### config.mk
export PLATFORM = sky130hd
export DESIGN_NAME = ggh_prep
export DESIGN_NICKNAME = d
export VERILOG_FILES = /design/src/rtl/core/ggh_pkg.sv /design/src/rtl/core/ggh_prep.sv
export SDC_FILE = /design/constraint.sdc
export NUM_CORES = 1
export LEC_CHECK = 0
export BUFFER_PORTS_ARGS = -buffer_cell sky130_fd_sc_hd__buf_2
export CAP_MARGIN = 20
export CORE_MARGIN = 2
export CORE_UTILIZATION = 24
export DETAILED_ROUTE_END_ITERATION = 10
export GPL_ROUTABILITY_DRIVEN = 0
export REMOVE_ABC_BUFFERS = 1
export SYNTH_ARGS = -nofsm -noshare
export SYNTH_HDL_FRONTEND = slang
export SYNTH_SLANG_ARGS = --single-unit
### constraint.sdc
create_clock -name clk -period 8.8 [get_ports clk]
set_input_delay 1.32 -clock clk [delete_from_list [all_inputs] [get_ports clk]]
set_output_delay 1.32 -clock clk [all_outputs]
set_load 0.1 [all_outputs]
### src/rtl/core/ggh_pkg.sv
// shared types, constants and the arctangent table of the go-to-goal heading controller
package ggh_pkg;

  localparam int CORDIC_STEPS = 16;
  localparam int TABLE_LEN = 24;
  localparam int CORDIC_RUN = (CORDIC_STEPS > TABLE_LEN) ? TABLE_LEN : CORDIC_STEPS;
  localparam int PIPE_LAT = CORDIC_RUN + 3;

  localparam int POS_W = 24;
  localparam int HDG_W = 16;
  localparam int SPD_W = 15;
  localparam int DIST_W = 23;
  localparam int VEC_W = 28;
  localparam int MAG_W = 27;
  localparam int ANG_W = 24;
  localparam int GAIN_W = 16;
  localparam int PROD_W = MAG_W + GAIN_W;
  localparam int CFG_W = 24;

  localparam logic signed [ANG_W-1:0] PI_Q20 = 24'sd3294199;
  localparam logic signed [HDG_W-1:0] PI_Q12 = 16'sd12868;
  localparam logic signed [HDG_W-1:0] TWO_PI_Q12 = 16'sd25736;
  localparam logic [GAIN_W-1:0] INV_GAIN_Q16 = 16'd39797;

  typedef logic [2:0] reg_idx_t;
  localparam reg_idx_t REG_TARGET_X = 3'd0;
  localparam reg_idx_t REG_TARGET_Y = 3'd1;
  localparam reg_idx_t REG_MAX_TURN = 3'd2;
  localparam reg_idx_t REG_MIN_TURN = 3'd3;
  localparam reg_idx_t REG_NEAR_DIST = 3'd4;
  localparam reg_idx_t REG_ALIGNED = 3'd5;
  localparam reg_idx_t REG_FAST = 3'd6;
  localparam reg_idx_t REG_SLOW = 3'd7;

  typedef struct packed {
    logic signed [POS_W-1:0] target_x;
    logic signed [POS_W-1:0] target_y;
    logic [SPD_W-1:0]        max_turn_rate;
    logic [SPD_W-1:0]        min_turn_rate;
    logic [DIST_W-1:0]       near_distance;
    logic [SPD_W-1:0]        aligned_error;
    logic [SPD_W-1:0]        fast_speed;
    logic [SPD_W-1:0]        slow_speed;
  } cfg_t;

  typedef struct packed {
    logic                    valid;
    logic                    on_goal;
    logic signed [HDG_W-1:0] hdg;
    logic signed [VEC_W-1:0] x;
    logic signed [VEC_W-1:0] y;
    logic signed [ANG_W-1:0] z;
  } vec_t;

  function automatic logic signed [ANG_W-1:0] atan_q20(input int step);
    logic signed [ANG_W-1:0] a;
    case (step)
      0:  a = 24'sd823550;
      1:  a = 24'sd486170;
      2:  a = 24'sd256879;
      3:  a = 24'sd130396;
      4:  a = 24'sd65451;
      5:  a = 24'sd32757;
      6:  a = 24'sd16383;
      7:  a = 24'sd8192;
      8:  a = 24'sd4096;
      9:  a = 24'sd2048;
      10: a = 24'sd1024;
      11: a = 24'sd512;
      12: a = 24'sd256;
      13: a = 24'sd128;
      14: a = 24'sd64;
      15: a = 24'sd32;
      16: a = 24'sd16;
      17: a = 24'sd8;
      18: a = 24'sd4;
      19: a = 24'sd2;
      20: a = 24'sd1;
      default: a = '0;
    endcase
    return a;
  endfunction

endpackage

### src/rtl/core/ggh_prep.sv
// goal vector and cordic pre-rotation stage
module ggh_prep import ggh_pkg::*; (
  input  logic                    clk,
  input  logic                    rst,
  input  logic                    take,
  input  logic signed [POS_W-1:0] target_x,
  input  logic signed [POS_W-1:0] target_y,
  input  logic signed [POS_W-1:0] pos_x,
  input  logic signed [POS_W-1:0] pos_y,
  input  logic signed [HDG_W-1:0] heading,
  output vec_t                    vec
);

  logic signed [POS_W:0]   dx;
  logic signed [POS_W:0]   dy;
  logic signed [VEC_W-1:0] dx_ext;
  logic signed [VEC_W-1:0] dy_ext;
  vec_t                    vec_next;

  always_comb begin
    dx = $signed({target_x[POS_W-1], target_x}) - $signed({pos_x[POS_W-1], pos_x});
    dy = $signed({target_y[POS_W-1], target_y}) - $signed({pos_y[POS_W-1], pos_y});
    dx_ext = VEC_W'(dx);
    dy_ext = VEC_W'(dy);
    vec_next.valid = take;
    vec_next.on_goal = (dx == '0) && (dy == '0);
    vec_next.hdg = heading;
    if (dx < 0) begin
      vec_next.x = -dx_ext;
      vec_next.y = -dy_ext;
      vec_next.z = (dy >= 0) ? PI_Q20 : -PI_Q20;
    end else begin
      vec_next.x = dx_ext;
      vec_next.y = dy_ext;
      vec_next.z = '0;
    end
  end

  always_ff @(posedge clk) begin
    vec.on_goal <= vec_next.on_goal;
    vec.hdg <= vec_next.hdg;
    vec.x <= vec_next.x;
    vec.y <= vec_next.y;
    vec.z <= vec_next.z;
    if (rst) begin
      vec.valid <= 1'b0;
    end else begin
      vec.valid <= vec_next.valid;
    end
  end

endmodule

==> results.txt <==
Setup crit end kind: flop
Vias: 5,799
mux cell area share after synthesis: 0.00705
clock tree from TritonCTS: done
largest net degree at the start of global routing: 39
Yosys cell types: 71
status: complete, no violations
worst slew margin relative to its limit: 0.593
crit path kind: primary input to flop
register bit total from synthesis: 77
DRC Markers: 0
largest registers: vec (77)
TNS Setup: 0 ps
Post-CTS Resized: 0
Pwr Density: 279 nW/um^2
P_leak: 0.00359 uW
Cells after Synth: 762
Die Wd: 163 um
DR pass1 iterations: 4
Arr. time, crit path: 5350 ps
CP max stage delay: 570 ps
Root Buffer: clkbuf_16
number of global-route vias before repair: 5,442
XOR/XNOR share of the synthesized area: 0.115
WHS Path Cells: 1
final hold violations: 0
Port Buffers: 212
max_cap viols: 0
yosys warns: 0
antenna viol nets, final: 0
Post-DP HPWL: 14,300 um
antenna violations before repair: 0
startpoint types: primary input
number of enable flip-flop cells after synthesis: 0
CTS Hold Buffers Added: 0
DR vias/cell: 4.54
Max FO, Critical Path: 22
Tcrit/Tclk final: 0.577
Fmax: 0.197 GHz
Final nets: 1,108
Slew @ Worst Pin: 605 ps
hold crit path type: primary input to flop
adder-cell share of the synthesized area: 0.110
sequential area share after synthesis: 0.256
CTS clock-pin slew for the worst setup and hold paths: 70 ps
most flop-heavy register: vec
DR WL/cell: 13.4 um
Die Ht: 163 um
row count: 58
Final Critical Period: 5080 ps
Worst VDD drop: 125 uV
Primary FF master, synth: dfxtp_1
Critical Path RT: 9070 ps
Max Slew Vio Count: 0
Layout area overhead: 25.6%
# setup viols final: 0
max reg flops: 77
Max Buffers Root-to-Sink: 2
Synth Area in Simple Gates: 0.190
core area: 24,900 um^2
post-synthesis async set-or-reset flop share: 0
Iter 0 DRT Violations: 285
GRT Total Usage: 0.123
complex-gate fraction of the synthesized area: 0.237
die area: 26,400 um^2
Setup Buffers After CTS: 0
largest family of logic cells by synthesized area: compound AO/OA/AOI/OAI gates
diode count: 0
H-tree lvl count: 3
first-pass GRT wire length: 26,400 um
CTS buffer count: 9
Initial Util: 0.242
Synth Cell Area: 6030 um^2
ratio of cells with drive above 1 in the final layout: 0.262
Fin Hold WS: 1080 ps
Slowest cell on crit path: or4_1
GRT Residual Overflow: 0
Syn Area/Cell: 7.91 um^2
clock sink total: 77
RSZ-0062 raised after global routing: false
crit-path cells: buf_2, inv_1, ha_1, fa_1, nand2b_1, a21oi_1, o2111a_1, o21ai_1, or4_1, a32oi_2, buf_4, inv_1, buf_8, or4_1, nor2_1
routed wire length: 17,100 um
Ports: 213
-- path summary, 6_finish.rpt --
check | start | end
setup / recovery | target_x[0] | vec[96]
hold / removal | heading[0] | vec[80]
-- cell type report --
cell class	instances	area [um^2]
fill	2725	17300
timing repair buffer	214	1080
tap	330	413
inverter	65	244
multi-input combinational	574	3990
clock buffer	11	243
sequential	77	1540
clock inverter	5	66.3
-- where the power goes --
group	switching (uW)	internal, uW	total, uW	leakage, uW
clock network	152	232	384	0.000149
registers	29.6	437	467	0.000648
logic	1020	244	1260	0.00279
total	1200	913	2110	0.00359
-- worst max-delay path, delay by kind of cell --
family | cells | cell delay [ps]
buf+inv | 5 | 980
simple gates | 4 | 1400
compound gates | 4 | 1000
fa+ha+maj | 2 | 650
-- logic make-up after synthesis --
| group | count (synthesis) |
|---|---|
| buffers and inverters | 113 |
| flip-flops | 77 |
| adder cells (fa/ha/maj) | 52 |
| XOR/XNOR | 79 |
| other | 1 |
| multiplexers | 4 |
| AO/OA/AOI/OAI | 214 |
| AND/OR/NAND/NOR | 222 |
-- cell usage after synthesis (all sizes together), types with 3 or more instances --
cell type,instances,share of area
nor4b,3,0.0044
nand3b,3,0.0037
a21oi,48,0.040
o21ai,59,0.049
a221o,3,0.0050
o211ai,14,0.017
a21o,15,0.019
nand3,17,0.014
a311oi,3,0.0044
a211oi,4,0.0050
nand2,56,0.035
buf,26,0.030
and2,17,0.018
a41oi,3,0.0044
nor2,42,0.026
a211o,5,0.0073
ha,50,0.10
nor2b,11,0.011
o31a,6,0.0089
inv,65,0.040
nor4,5,0.0052
or4,4,0.0050
clkbuf,22,0.014
or2,8,0.0083
dfxtp,77,0.26
nand4,9,0.0093
a31oi,8,0.0083
nand2b,7,0.0073
o31ai,10,0.015
and3,6,0.0062
o211a,3,0.0050
nor3,15,0.012
xor2,31,0.045
nand4b,3,0.0044
xnor2,48,0.070
o21a,9,0.011
or3,11,0.013
-- cell usage in the layout, fill, tap and decap left out, types with 11 or more instances in the layout --
cell type	count
ha_1	50
inv_1	65
a21oi_1	48
nand3_1	17
xor2_1	31
nor2_1	42
nor3_1	15
nand2_1	56
and2_1	15
nor2b_1	11
o21ai_0	57
a21o_1	15
xnor2_1	48
dfxtp_1	77
buf_2	212
o211ai_1	14
-- stage by stage --
step / util / worst slack, ps / power, uW / cell area (um^2) / instances
after floorplan: - / -515 / 1510 / 5770 / 716
after global placement: 0.291 / 3290 / 1740 / 7250 / 1259
after detailed placement: 0.291 / 3220 / 1740 / 7250 / 1259
after CTS: 0.304 / 3570 / 2130 / 7560 / 1275
after global routing: 0.304 / 3480 / 2210 / 7580 / 1276
final: 0.304 / 3720 / 2110 / 7580 / 1276
-- metal layers --
metal | part of all wire | vias up | global-route usage
li1 | - | 3040 | -
met1 | 0.45 | 2613 | 0.152
met2 | 0.50 | 130 | 0.224
met3 | 0.035 | 16 | 0.0148
met4 | 0.014 | 0 | 0.0342
met5 | 0 | - | 0
(Power assumes the default switching activity.)
