<file path="src/rtl/core/ggh_pkg.sv">
// shared types, constants and the arctangent table of the go-to-goal heading controller
package ggh_pkg;

  localparam int CORDIC_STEPS = 16;
  localparam int TABLE_LEN = 24;
  localparam int CORDIC_RUN = (CORDIC_STEPS > TABLE_LEN) ? TABLE_LEN : CORDIC_STEPS;
  localparam int PIPE_LAT = CORDIC_RUN + 3;

  localparam int POS_W = 24;
  localparam int HDG_W = 16;
  localparam int SPD_W = 15;
  localparam int DIST_W = 23;
  localparam int VEC_W = 28;
  localparam int MAG_W = 27;
  localparam int ANG_W = 24;
  localparam int GAIN_W = 16;
  localparam int PROD_W = MAG_W + GAIN_W;
  localparam int CFG_W = 24;

  localparam logic signed [ANG_W-1:0] PI_Q20 = 24'sd3294199;
  localparam logic signed [HDG_W-1:0] PI_Q12 = 16'sd12868;
  localparam logic signed [HDG_W-1:0] TWO_PI_Q12 = 16'sd25736;
  localparam logic [GAIN_W-1:0] INV_GAIN_Q16 = 16'd39797;

  typedef logic [2:0] reg_idx_t;
  localparam reg_idx_t REG_TARGET_X = 3'd0;
  localparam reg_idx_t REG_TARGET_Y = 3'd1;
  localparam reg_idx_t REG_MAX_TURN = 3'd2;
  localparam reg_idx_t REG_MIN_TURN = 3'd3;
  localparam reg_idx_t REG_NEAR_DIST = 3'd4;
  localparam reg_idx_t REG_ALIGNED = 3'd5;
  localparam reg_idx_t REG_FAST = 3'd6;
  localparam reg_idx_t REG_SLOW = 3'd7;

  typedef struct packed {
    logic signed [POS_W-1:0] target_x;
    logic signed [POS_W-1:0] target_y;
    logic [SPD_W-1:0]        max_turn_rate;
    logic [SPD_W-1:0]        min_turn_rate;
    logic [DIST_W-1:0]       near_distance;
    logic [SPD_W-1:0]        aligned_error;
    logic [SPD_W-1:0]        fast_speed;
    logic [SPD_W-1:0]        slow_speed;
  } cfg_t;

  typedef struct packed {
    logic                    valid;
    logic                    on_goal;
    logic signed [HDG_W-1:0] hdg;
    logic signed [VEC_W-1:0] x;
    logic signed [VEC_W-1:0] y;
    logic signed [ANG_W-1:0] z;
  } vec_t;

  function automatic logic signed [ANG_W-1:0] atan_q20(input int step);
    logic signed [ANG_W-1:0] a;
    case (step)
      0:  a = 24'sd823550;
      1:  a = 24'sd486170;
      2:  a = 24'sd256879;
      3:  a = 24'sd130396;
      4:  a = 24'sd65451;
      5:  a = 24'sd32757;
      6:  a = 24'sd16383;
      7:  a = 24'sd8192;
      8:  a = 24'sd4096;
      9:  a = 24'sd2048;
      10: a = 24'sd1024;
      11: a = 24'sd512;
      12: a = 24'sd256;
      13: a = 24'sd128;
      14: a = 24'sd64;
      15: a = 24'sd32;
      16: a = 24'sd16;
      17: a = 24'sd8;
      18: a = 24'sd4;
      19: a = 24'sd2;
      20: a = 24'sd1;
      default: a = '0;
    endcase
    return a;
  endfunction

endpackage

</file>
<file path="src/rtl/core/ggh_cordic.sv">
// pipelined cordic vectoring, one rotation step per stage
module ggh_cordic import ggh_pkg::*; (
  input  logic clk,
  input  logic rst,
  input  vec_t vec_in,
  output vec_t vec_out
);

  vec_t st [0:CORDIC_RUN-1];

  for (genvar i = 0; i < CORDIC_RUN; i++) begin : g_step
    vec_t                    src;
    logic signed [VEC_W-1:0] xs;
    logic signed [VEC_W-1:0] ys;

    if (i == 0) begin : g_first
      assign src = vec_in;
    end else begin : g_rest
      assign src = st[i-1];
    end

    assign xs = src.x >>> i;
    assign ys = src.y >>> i;

    always_ff @(posedge clk) begin
      st[i].on_goal <= src.on_goal;
      st[i].hdg <= src.hdg;
      if (src.y >= 0) begin
        st[i].x <= src.x + ys;
        st[i].y <= src.y - xs;
        st[i].z <= src.z + atan_q20(i);
      end else begin
        st[i].x <= src.x - ys;
        st[i].y <= src.y + xs;
        st[i].z <= src.z - atan_q20(i);
      end
      if (rst) begin
        st[i].valid <= 1'b0;
      end else begin
        st[i].valid <= src.valid;
      end
    end
  end

  assign vec_out = st[CORDIC_RUN-1];

endmodule

</file>
<file path="config.mk">
export PLATFORM = sky130hd
export DESIGN_NAME = ggh_cordic
export DESIGN_NICKNAME = d
export VERILOG_FILES = /design/src/rtl/core/ggh_pkg.sv /design/src/rtl/core/ggh_cordic.sv
export SDC_FILE = /design/constraint.sdc
export NUM_CORES = 2
export LEC_CHECK = 0
export BUFFER_PORTS_ARGS = -buffer_cell sky130_fd_sc_hd__buf_2
export CAP_MARGIN = 25
export CORE_UTILIZATION = 45
export DETAILED_ROUTE_END_ITERATION = 10
export PLACE_DENSITY = 0.75
export REMOVE_ABC_BUFFERS = 1
export SKIP_CTS_REPAIR_TIMING = 1
export SKIP_LAST_GASP = 1
export SLEW_MARGIN = 5
export SYNTH_ARGS = -nofsm -noshare
export SYNTH_HDL_FRONTEND = slang
export SYNTH_SLANG_ARGS = --single-unit
</file>
<file path="constraint.sdc">
create_clock -name clk -period 4.5 [get_ports clk]
set_input_delay 0.675 -clock clk [delete_from_list [all_inputs] [get_ports clk]]
set_output_delay 0.675 -clock clk [all_outputs]
set_load 0.1 [all_outputs]
</file>
==> parameters.txt <==
Parameter                              Value

Flow run
  # Max-Cap Violations    0

Timing
  Max transition margin    between 40% and 50%
  Final setup viols    0
  RSZ-0062 raised after global routing    true
  Worst Clk Skew    just under 0.05 ns
  Worst slew pin tran    between 0.8 and 0.9 ns
  Number of pins with negative max-slew slack in the final report    0
  Final number of hold-violating endpoints    0
  Clock period minus worst slack    roughly 4.5 ns
  Final period util    99.6%
  Highest achievable clock rate    roughly 0.22 GHz

Yosys
  Synthesized cell area    between 90000 and 100000 um^2
  Flop and latch count out of synthesis    roughly 1600
  Number of enable-type register cells in the synthesized netlist    0
  Multiplexer area fraction after synthesis    less than 1%
  Largest family of logic cells by synthesized area    compound AO/OA/AOI/OAI gates
  Compound-gate portion of the synthesized area    a little over a fifth
  Distinct cells, synth    between 90 and 100
  Adder-cell area share of the yosys netlist    ~15%
  Synth Area in Simple Gates    between 10% and 20%
  Sequential element share of the synthesized area    roughly a third
  Post-synthesis instance total    11400
  Post-Synthesis Mean Instance Area    between 8 and 9 um^2
  Prevailing post-synth register cell    sky130_fd_sc_hd__dfxtp_1
  Fraction of synthesis flops using an asynchronous set or reset pin    0%
  Number of warning messages in the yosys log    0
  Xor/xnor share of the synthesized area    between 10% and 20%

Floorplan
  DIE AREA    about 220000 um^2
  Core Region    around 220000 um^2
  Starting density of the core    45.5%
  Die X    472 um
  Die Height    between 400 and 500 um
  Row count    171
  Count of pins on the block boundary    approximately 200

GRT
  Grt total ovfl    0
  Tot GR Track Use    between 20% and 30%
  Via count of the first global-routing pass    77000
  Wire length of the first global-routing pass    387 mm
  Maximum number of pins on one net before global-route repair    84
  Antenna violations before repair    15

Hold path
  Class of the tightest hold or removal check    in -> reg

Run status
  Result of the run    finished clean

Layout
  Share of final-layout standard cells stronger than drive strength 1    between 7 and 8%
  Layout filler cell count    about 20000
  Largest registers in the final layout    st x1567
  Post-route design area    112000 um^2
  Most common library cell in the layout ignoring fill and taps    sky130_fd_sc_hd__dfxtp_1
  Area added between synthesis and finish    12.5%
  Number of flip-flops in the largest register    approximately 1600
  Most flops, register    st
  Final layout net count    13100
  Most frequent cells in the layout    sky130_fd_sc_hd__dfxtp_1, sky130_fd_sc_hd__ha_1, sky130_fd_sc_hd__xnor2_1

CTS
  Clock root buffer    sky130_fd_sc_hd__clkbuf_16
  Source-to-sink clock delay at the later pin of the worst-skew pair    between 0.8 and 0.9 ns
  H-Tree Depth    4
  TritonCTS clock tree    yes
  TritonCTS buffer count    approximately 170
  Number of sinks on the clock net    approximately 1600
  Buffers from clock root to sink, at most    3
  Clock slew seen by the registers of the worst setup and hold paths    ~0.060 ns

Critical path
  Data required time of the worst path    between 5 and 6 ns
  WS Path Type    reg -> reg
  Crit path capture type    flip-flop
  Worst-path fanout max    3
  Category of the worst setup path launch point    flip-flop
  Arrival time at the worst endpoint    around 5.2 ns

Placed design
  Placed instance area    105000 um^2
  Number of buffer cells added on primary ports    a little under 200
  Detailed placement HPWL    191 mm
  Placer Congestion    0.968

Drt
  Wirelength per Cell    roughly 16 um
  Vias per inst    between 5 and 6
  Starting DRC count in detailed routing    between 5000 and 6000
  Residual antenna-violating net count after detailed routing    0
  Count of unresolved DRC violations after routing    0
  Vias post-DR    just over 80000
  Initial DRT Pass Iterations    8
  WL final    approximately 240 mm
layout make-up:
cell class,count,area (um^2),area share [%]
Timing Repair Buffer,409,2660,2.39
Multi-Input combinational cell,9199,66000,59.2
Tap cell,2854,3570,3.20
Clock buffer,227,4810,4.31
Antenna cell,2,5.00,0.00449
Inverter,503,1890,1.69
Clock inverter,82,1220,1.09
Sequential cell,1567,31400,28.1
through the flow:
step,cells,utilization (%),setup WS [ns],hold WS [ns],TNS (ns)
2_1_floorplan,11300,-,-0.611,0.310,-13.88
3_3_place_gp,14500,48.0,-0.0426,0.310,-0.0867
3_5_place_dp,14500,48.0,-0.0402,0.312,-0.0595
4_1_cts,14800,50.8,-0.0730,-0.103,-0.185
5_1_grt,14800,51.2,-0.144,0.0476,-0.468
6_report,14800,51.2,0.0166,0.0766,0
synthesized netlist by cell type, drive strengths merged (58+ instances only):
cell type | count | area, um^2
a31oi | 103 | 644
o211ai | 93 | 698
dfxtp | 1567 | 31400
nor2 | 893 | 3350
o21bai | 140 | 1050
o21a | 173 | 1300
nand3 | 231 | 1160
ha | 1126 | 14100
nand2 | 704 | 2640
clkbuf | 192 | 721
a21oi | 872 | 4360
nor4 | 100 | 653
nor2b | 140 | 878
and3 | 108 | 676
or4 | 96 | 743
xor2 | 537 | 4700
o31ai | 189 | 1460
a211oi | 135 | 1010
nor3 | 286 | 1430
xnor2 | 941 | 8240
a21o | 240 | 1800
inv | 499 | 1870
or3 | 171 | 1070
o21ai | 733 | 3680
or2 | 58 | 363
nand4 | 64 | 400
o41ai | 99 | 965
nand2b | 138 | 863
critical path, stage by stage, from the launching register on:
cell and delay, ns:
sky130_fd_sc_hd__dfxtp_1 0.31, sky130_fd_sc_hd__or4_4 0.56, sky130_fd_sc_hd__nor4_4 0.23, sky130_fd_sc_hd__buf_4 0.16, sky130_fd_sc_hd__nand3_2 0.09, sky130_fd_sc_hd__or2_4 0.26, sky130_fd_sc_hd__buf_4 0.15, sky130_fd_sc_hd__nand2_1 0.07
sky130_fd_sc_hd__xor2_1 0.20, sky130_fd_sc_hd__ha_1 0.28, sky130_fd_sc_hd__and3_1 0.16, sky130_fd_sc_hd__a221oi_2 0.30, sky130_fd_sc_hd__a21oi_2 0.10, sky130_fd_sc_hd__a31o_2 0.26, sky130_fd_sc_hd__or2_1 0.21, sky130_fd_sc_hd__o41a_1 0.34
sky130_fd_sc_hd__a41o_1 0.22, sky130_fd_sc_hd__o41ai_2 0.37, sky130_fd_sc_hd__xnor2_1 0.15
metal layers:
layer  vias up  share of wire [%]  track usage (%)  routed length [um]
li1      42000                  -                -                   -
met1     38300                 44             25.8              106000
met2      2148                 47             36.1              114000
met3       513                4.9             2.87               11800
met4         0                4.1             8.64                9930
met5         -                  0                0                   0
final timing paths:
kind              start         end  slack, ns  depth (start not counted)
max          st[0][652]  st[0][737]       0.02                         18
min           vec_in[1]    st[0][1]       0.08                          2
max reg2reg  st[0][652]  st[0][737]       0.02                         18
min reg2reg  st[1][203]  st[1][301]       0.30                          0
logic make-up (layout without fill, tap and decap cells):
kind of cell | Yosys count | after routing
flops | 1567 | 1567
buf+inv | 742 | 1221
xor+xnor | 1478 | 1478
simple gates | 3143 | 3143
other cells | 1 | 107
mux | 49 | 49
compound gates | 3247 | 3247
fa+ha+maj | 1177 | 1177
Power is left out: the tool's default activity adds up to more than one toggle a clock period on the data nets, which glitch-free logic cannot reach.
