--- config.mk ---
export PLATFORM = sky130hd
export DESIGN_NAME = ggh_post
export DESIGN_NICKNAME = d
export VERILOG_FILES = /design/src/rtl/core/ggh_pkg.sv /design/src/rtl/core/ggh_post.sv
export SDC_FILE = /design/constraint.sdc
export NUM_CORES = 1
export LEC_CHECK = 0
export ABC_AREA = 1
export BUFFER_PORTS_ARGS = -buffer_cell sky130_fd_sc_hd__buf_2
export CORE_UTILIZATION = 35
export CTS_BUF_LIST = sky130_fd_sc_hd__clkbuf_4 sky130_fd_sc_hd__clkbuf_8
export CTS_CLUSTER_DIAMETER = 120
export DETAILED_ROUTE_END_ITERATION = 10
export GPL_TIMING_DRIVEN = 0
export HOLD_SLACK_MARGIN = 0.03
export PLACE_DENSITY = 0.61
export SKIP_CTS_REPAIR_TIMING = 1
export SLEW_MARGIN = 20
export SYNTH_ARGS = -nofsm -noshare
export SYNTH_HDL_FRONTEND = slang
export SYNTH_SLANG_ARGS = --single-unit
--- constraint.sdc ---
create_clock -name clk -period 10 [get_ports clk]
set_clock_uncertainty 0.15 [all_clocks]
set_input_delay 0.5 -clock clk [delete_from_list [all_inputs] [get_ports clk]]
set_output_delay 0.5 -clock clk [all_outputs]
set_load 0.1 [all_outputs]
--- src/rtl/core/ggh_pkg.sv ---
// shared types, constants and the arctangent table of the go-to-goal heading controller
package ggh_pkg;

  localparam int CORDIC_STEPS = 16;
  localparam int TABLE_LEN = 24;
  localparam int CORDIC_RUN = (CORDIC_STEPS > TABLE_LEN) ? TABLE_LEN : CORDIC_STEPS;
  localparam int PIPE_LAT = CORDIC_RUN + 3;

  localparam int POS_W = 24;
  localparam int HDG_W = 16;
  localparam int SPD_W = 15;
  localparam int DIST_W = 23;
  localparam int VEC_W = 28;
  localparam int MAG_W = 27;
  localparam int ANG_W = 24;
  localparam int GAIN_W = 16;
  localparam int PROD_W = MAG_W + GAIN_W;
  localparam int CFG_W = 24;

  localparam logic signed [ANG_W-1:0] PI_Q20 = 24'sd3294199;
  localparam logic signed [HDG_W-1:0] PI_Q12 = 16'sd12868;
  localparam logic signed [HDG_W-1:0] TWO_PI_Q12 = 16'sd25736;
  localparam logic [GAIN_W-1:0] INV_GAIN_Q16 = 16'd39797;

  typedef logic [2:0] reg_idx_t;
  localparam reg_idx_t REG_TARGET_X = 3'd0;
  localparam reg_idx_t REG_TARGET_Y = 3'd1;
  localparam reg_idx_t REG_MAX_TURN = 3'd2;
  localparam reg_idx_t REG_MIN_TURN = 3'd3;
  localparam reg_idx_t REG_NEAR_DIST = 3'd4;
  localparam reg_idx_t REG_ALIGNED = 3'd5;
  localparam reg_idx_t REG_FAST = 3'd6;
  localparam reg_idx_t REG_SLOW = 3'd7;

  typedef struct packed {
    logic signed [POS_W-1:0] target_x;
    logic signed [POS_W-1:0] target_y;
    logic [SPD_W-1:0]        max_turn_rate;
    logic [SPD_W-1:0]        min_turn_rate;
    logic [DIST_W-1:0]       near_distance;
    logic [SPD_W-1:0]        aligned_error;
    logic [SPD_W-1:0]        fast_speed;
    logic [SPD_W-1:0]        slow_speed;
  } cfg_t;

  typedef struct packed {
    logic                    valid;
    logic                    on_goal;
    logic signed [HDG_W-1:0] hdg;
    logic signed [VEC_W-1:0] x;
    logic signed [VEC_W-1:0] y;
    logic signed [ANG_W-1:0] z;
  } vec_t;

  function automatic logic signed [ANG_W-1:0] atan_q20(input int step);
    logic signed [ANG_W-1:0] a;
    case (step)
      0:  a = 24'sd823550;
      1:  a = 24'sd486170;
      2:  a = 24'sd256879;
      3:  a = 24'sd130396;
      4:  a = 24'sd65451;
      5:  a = 24'sd32757;
      6:  a = 24'sd16383;
      7:  a = 24'sd8192;
      8:  a = 24'sd4096;
      9:  a = 24'sd2048;
      10: a = 24'sd1024;
      11: a = 24'sd512;
      12: a = 24'sd256;
      13: a = 24'sd128;
      14: a = 24'sd64;
      15: a = 24'sd32;
      16: a = 24'sd16;
      17: a = 24'sd8;
      18: a = 24'sd4;
      19: a = 24'sd2;
      20: a = 24'sd1;
      default: a = '0;
    endcase
    return a;
  endfunction

endpackage

--- src/rtl/core/ggh_post.sv ---
// bearing and distance stage, then heading error, turn clamp and speed select
module ggh_post import ggh_pkg::*; (
  input  logic                    clk,
  input  logic                    rst,
  input  vec_t                    vec,
  input  cfg_t                    cfg,
  output logic                    done,
  output logic [SPD_W-1:0]        forward_speed,
  output logic signed [HDG_W-1:0] turn_rate
);

  // stage 1: bearing and distance
  logic signed [ANG_W:0]   z_rnd;
  logic signed [HDG_W-1:0] bearing_next;
  logic [PROD_W-1:0]       prod;
  logic [MAG_W-1:0]        distance_next;

  logic                    s1_valid;
  logic signed [HDG_W-1:0] bearing;
  logic [MAG_W-1:0]        distance;
  logic signed [HDG_W-1:0] hdg;

  always_comb begin
    z_rnd = (ANG_W + 1)'(vec.z) + (ANG_W + 1)'(128);
    bearing_next = HDG_W'(z_rnd >>> 8);
    if (vec.on_goal) begin
      bearing_next = '0;
    end else if (bearing_next < 0) begin
      bearing_next = bearing_next + TWO_PI_Q12;
    end
    prod = PROD_W'(vec.x[MAG_W-1:0]) * PROD_W'(INV_GAIN_Q16) + PROD_W'(32768);
    distance_next = prod[PROD_W-1:GAIN_W];
  end

  always_ff @(posedge clk) begin
    bearing <= bearing_next;
    distance <= distance_next;
    hdg <= vec.hdg;
    if (rst) begin
      s1_valid <= 1'b0;
    end else begin
      s1_valid <= vec.valid;
    end
  end

  // stage 2: heading error and drive command
  logic signed [HDG_W+1:0] err;
  logic signed [HDG_W+1:0] abserr;
  logic signed [HDG_W+2:0] turn_wide;
  logic signed [HDG_W:0]   turn_c;
  logic signed [HDG_W:0]   mx;
  logic signed [HDG_W:0]   mn;
  logic [SPD_W-1:0]        fwd_next;

  always_comb begin
    err = (HDG_W + 2)'(bearing) - (HDG_W + 2)'(hdg);
    if (err < -(HDG_W + 2)'(PI_Q12)) begin
      err = err + (HDG_W + 2)'(TWO_PI_Q12);
    end
    turn_wide = -((HDG_W + 3)'(err) <<< 1);
    if (turn_wide > (HDG_W + 3)'(32767)) begin
      turn_c = (HDG_W + 1)'(32767);
    end else if (turn_wide < -(HDG_W + 3)'(32768)) begin
      turn_c = -(HDG_W + 1)'(32768);
    end else begin
      turn_c = (HDG_W + 1)'(turn_wide);
    end
    mx = $signed({2'b00, cfg.max_turn_rate});
    mn = $signed({2'b00, cfg.min_turn_rate});
    if (turn_c > 0) begin
      if (turn_c > mx) turn_c = mx;
      if (turn_c < mn) turn_c = mn;
    end else begin
      if (turn_c < -mx) turn_c = -mx;
      if (turn_c > -mn) turn_c = -mn;
    end
    abserr = (err < 0) ? -err : err;
    if (distance > MAG_W'(cfg.near_distance)) begin
      fwd_next = (abserr < $signed((HDG_W + 2)'(cfg.aligned_error))) ? cfg.fast_speed
                                                                    : cfg.slow_speed;
    end else begin
      fwd_next = '0;
    end
  end

  always_ff @(posedge clk) begin
    forward_speed <= fwd_next;
    turn_rate <= HDG_W'(turn_c);
    if (rst) begin
      done <= 1'b0;
    end else begin
      done <= s1_valid;
    end
  end

endmodule

==> flow_results.org <==
** Yosys
- The synthesized netlist contains 56 unique library cells.
- Share of async-settable or async-resettable flops after synthesis :: 0%
- Register area share after synthesis :: 10.88%
- Instance count of the mapped netlist :: 2239
- Post-Synthesis Mean Instance Area :: 7.561 µm²
- Yosys mapped a number of flops with a built-in enable equal to 0.
- Main flop type after synthesis :: sky130_fd_sc_hd__dfxtp_1
- Total of flip-flops plus latches after synthesis :: 92
- Synthesis Warnings :: 0
- Mapped Nets :: 2965
- Post-Synthesis Cell Area :: 0.01693 mm²

** Final layout
- Compared with the post-synthesis result, the final layout area differs by 12.40%.
- Number of diodes :: 0
- For this run, the share of the core covered by cells in the final layout is 39.86%.
- Counting the fill cells in the layout gives 4953.
- With fillers left out, the area of the finished cells amounts to 0.01903 mm².
- Ratio of cells with drive above 1 in the final layout :: 11.83%
- In the final design database the tool counted 3181 nets.

** Critical path
- Endpoint class of the critical path :: flip-flop
- Data on the critical path arrives at its endpoint at 9300 ps.
- By instance count, the cell type seen most on the critical path is sky130_fd_sc_hd__nand2_1.
- Kind of start point of the critical path :: flip-flop
- The largest single stage delay on the critical path is 420 ps.
- Reg2reg setup slack :: 830 ps
- Of all nets on the critical path, the largest fanout is 10.
- The critical path is of the flip-flop to flip-flop type.
- At the worst endpoint, the required time is 10140 ps.
- Cell with the largest stage delay on the worst path :: sky130_fd_sc_hd__fa_1

** Timing
- The total count of hold-check failures in the final report came to 0.
- Final Cycle Share :: 91.67%
- Final-report setup violation count :: 0
- At the pin with the least slew margin, the transition time is 707.4 ps.
- The max-slew violation total from the final report was 0.
- Max-slew headroom at the worst pin :: 52.84%
- The clock period could shrink to 9167 ps.
- Fmax achieved :: 0.1091 GHz

** CTS
- In this run, CTS created clock tree buffers numbering 9.
- The clock drives 92 sinks.
- Clock-pin slew reported for the worst setup and hold paths after clock tree synthesis :: 100 ps
- CTS placed an instance of sky130_fd_sc_hd__clkbuf_8 at the clock tree root.
- TritonCTS built the clock tree.
- Largest buffer count on any clock path :: 2
- CTS H-tree lvls :: 3
- For the worst-skew pair, the clock arrives at the later sink with an insertion delay of 410 ps.

** Placement
- Input and output buffers added on the ports amount to 193.
- The HPWL after detailed placement is 39.78 mm.
- Final Wtd Congestion :: 0.9329
- In this run the cell area measured after placement is 0.01867 mm².

** Floorplanning
- In this run the standard cell core region covers 0.04775 mm².
- Initial Utilization :: 35.46%
- Pin placement for this block handled 278 I/O pins.
- Core Rows :: 80
- Die Footprint :: 0.04926 mm²
- Overall die width :: 221.9 µm
- Die height :: 221.9 µm

** Route
- The first detailed-routing pass took 5 iterations.
- Count of unresolved DRC violations after routing :: 0
- In the routed layout, each cell is associated on average with a via count of 4.876.
- After detailed routing, the average wire length per cell comes to 14.55 µm.
- The count of nets left with antenna violations once routing finished came out at 0.
- Via count :: 14995
- Initial drt markers :: 859
- Post-detailed-routing wire length :: 44.73 mm

** Pwr
- Leakage Power :: 10.62 nW
- The worst-case IR drop observed on VDD is 0.0003702 V.
- Power density over cell area :: 340.8 mW/mm²

** Global routing
- After global routing the overflow that remains totals 0.
- In this run the most used layer during global routing was met2.
- Met1 demand-to-capacity share in global routing :: 23.88%
- Global routing used 2.518% of the available met3 tracks.
- Vias in the first global route :: 15120
- For met2 alone, demand over resource in global routing was 32.41%.
- First-pass GRT wire length :: 73.88 mm
- For this run, the total global-route usage over all layers was measured as 18.70%.
- Initial antenna violation count :: 4
- Largest net degree at the start of global routing :: 19

** Min path
- Type of the worst min-delay path :: input port to flip-flop

** Flow run
- Max_cap viols :: 0

** Status
- The run finished with clean final reports.
[synthesized netlist by cell type, types with 2 or more instances]
| cell type | number | area share, % |
|---|---|---|
| sky130_fd_sc_hd__inv_1 | 493 | 11 |
| sky130_fd_sc_hd__nand2_1 | 476 | 11 |
| sky130_fd_sc_hd__ha_1 | 288 | 21 |
| sky130_fd_sc_hd__fa_1 | 192 | 23 |
| sky130_fd_sc_hd__a21oi_1 | 117 | 3.5 |
| sky130_fd_sc_hd__nor2_1 | 112 | 2.5 |
| sky130_fd_sc_hd__nand3_1 | 108 | 3.2 |
| sky130_fd_sc_hd__dfxtp_1 | 92 | 11 |
| sky130_fd_sc_hd__o21ai_0 | 79 | 2.3 |
| sky130_fd_sc_hd__xor2_1 | 53 | 2.7 |
| sky130_fd_sc_hd__nand4_1 | 28 | 1.0 |
| sky130_fd_sc_hd__nor3_1 | 26 | 0.77 |
| sky130_fd_sc_hd__a22oi_1 | 22 | 0.98 |
| sky130_fd_sc_hd__nand2_2 | 15 | 0.55 |
| sky130_fd_sc_hd__xnor2_1 | 12 | 0.62 |
| sky130_fd_sc_hd__clkbuf_1 | 11 | 0.24 |
| sky130_fd_sc_hd__nor2_2 | 11 | 0.41 |
| sky130_fd_sc_hd__o21a_1 | 8 | 0.35 |
| sky130_fd_sc_hd__buf_2 | 7 | 0.21 |
| sky130_fd_sc_hd__o211ai_1 | 7 | 0.31 |
| sky130_fd_sc_hd__nor4_1 | 6 | 0.22 |
| sky130_fd_sc_hd__a211oi_1 | 5 | 0.22 |
| sky130_fd_sc_hd__a21o_1 | 5 | 0.22 |
| sky130_fd_sc_hd__nand2_4 | 5 | 0.33 |
| sky130_fd_sc_hd__nand3_2 | 5 | 0.30 |
| sky130_fd_sc_hd__nand3b_1 | 5 | 0.22 |
| sky130_fd_sc_hd__buf_6 | 4 | 0.27 |
| sky130_fd_sc_hd__a2111oi_0 | 3 | 0.16 |
| sky130_fd_sc_hd__a21oi_2 | 3 | 0.16 |
| sky130_fd_sc_hd__inv_2 | 3 | 0.067 |
| sky130_fd_sc_hd__nor3b_1 | 3 | 0.13 |
| sky130_fd_sc_hd__a31oi_1 | 2 | 0.074 |
| sky130_fd_sc_hd__buf_4 | 2 | 0.089 |
| sky130_fd_sc_hd__clkinv_1 | 2 | 0.044 |
| sky130_fd_sc_hd__nor2_4 | 2 | 0.13 |
| sky130_fd_sc_hd__o21ai_1 | 2 | 0.059 |
| sky130_fd_sc_hd__o21ai_2 | 2 | 0.10 |
| sky130_fd_sc_hd__o21bai_1 | 2 | 0.089 |
| sky130_fd_sc_hd__o31ai_1 | 2 | 0.089 |
| sky130_fd_sc_hd__or2_2 | 2 | 0.074 |
| sky130_fd_sc_hd__or4_1 | 2 | 0.089 |
[metal layers]
metal  vias up  part of all wire, %
met5         -                 0.12
met4         8                  2.9
met3        72                  4.5
met2       332                   48
met1      7065                   44
li1       7518                    -
[power breakdown]
part / leakage [nW] / internal [mW] / switching, mW
clock network: 0.0964 / 0.0969 / 0.168
registers: 0.774 / 0.573 / 0.0360
logic: 9.75 / 2.09 / 3.53
total: 10.6 / 2.76 / 3.73
[state kept, by name, summed over array words and instances, names as in the netlist]
name and count:
distance 27, bearing 16, done 1, s1_valid 1
turn_rate 16, forward_speed 15, hdg 16
[layout by cell type, fill, tap and decap left out, types with 11 or more instances in the layout]
cell / n
sky130_fd_sc_hd__inv_1: 491
sky130_fd_sc_hd__nand2_1: 474
sky130_fd_sc_hd__ha_1: 288
sky130_fd_sc_hd__buf_2: 200
sky130_fd_sc_hd__fa_1: 192
sky130_fd_sc_hd__a21oi_1: 117
sky130_fd_sc_hd__nor2_1: 112
sky130_fd_sc_hd__nand3_1: 108
sky130_fd_sc_hd__dfxtp_1: 92
sky130_fd_sc_hd__o21ai_0: 77
sky130_fd_sc_hd__xor2_1: 53
sky130_fd_sc_hd__nand4_1: 28
sky130_fd_sc_hd__nor3_1: 26
sky130_fd_sc_hd__a22oi_1: 20
sky130_fd_sc_hd__nand2_2: 17
sky130_fd_sc_hd__xnor2_1: 12
sky130_fd_sc_hd__nor2_2: 11
[cell type report]
cell class | count | area (µm²) | area share, %
multi-input cells | 1624 | 13110 | 68.91
repair buffers | 206 | 1089 | 5.720
inverters | 499 | 1883 | 9.895
well taps | 615 | 769.5 | 4.044
clock buffers | 9 | 123.9 | 0.6509
flip-flops and latches | 92 | 1842 | 9.678
plain buffers | 23 | 140.1 | 0.7364
clock inverters | 7 | 68.82 | 0.3616
[kinds of logic (layout without fill, tap and decap cells)]
| group | count (synthesis) | after routing | share of synthesized area [%] |
|---|---|---|---|
| buffers and inverters | 523 | 744 | 11.88 |
| adder cells (fa/ha/maj) | 480 | 480 | 43.99 |
| XOR/XNOR | 65 | 65 | 3.363 |
| flip-flops | 92 | 92 | 10.88 |
| AO/OA/AOI/OAI | 269 | 269 | 9.150 |
| AND/OR/NAND/NOR | 810 | 810 | 20.74 |
[stage by stage]
stage                     setup slack (ps)  hold slack, ps  total power [mW]  cells  setup TNS, ps
after global placement              -65.72           316.7             6.183   3047         -120.9
after global routing                -15.25           23.12             7.332   3075         -27.23
after CTS                           -232.9          -12.54             6.559   3063          -2082
final                                833.1           64.47             6.486   3075              0
after detailed placement            -188.0           325.7             6.253   3047          -1576
after floorplan                       2078           238.3             5.019   2239              0
[worst max-delay path: cells and delay by family (launching register included)]
family | cells | cell delay [ps]
AOI/OAI and AO/OA | 9 | 1720
adders and majority gates | 6 | 1710
buffers and inverters | 13 | 1750
DFF | 1 | 370
and+or+nand+nor | 32 | 3320
[worst paths after layout]
kind | from | to | cells after the start
worst max-delay path | bearing[0] | turn_rate[5] | 60
worst max register to register | bearing[0] | turn_rate[5] | 60
worst min-delay path | vec[88] | hdg[8] | 1
worst min register to register | s1_valid | done | 2
Power figures use the tool's default switching activity.
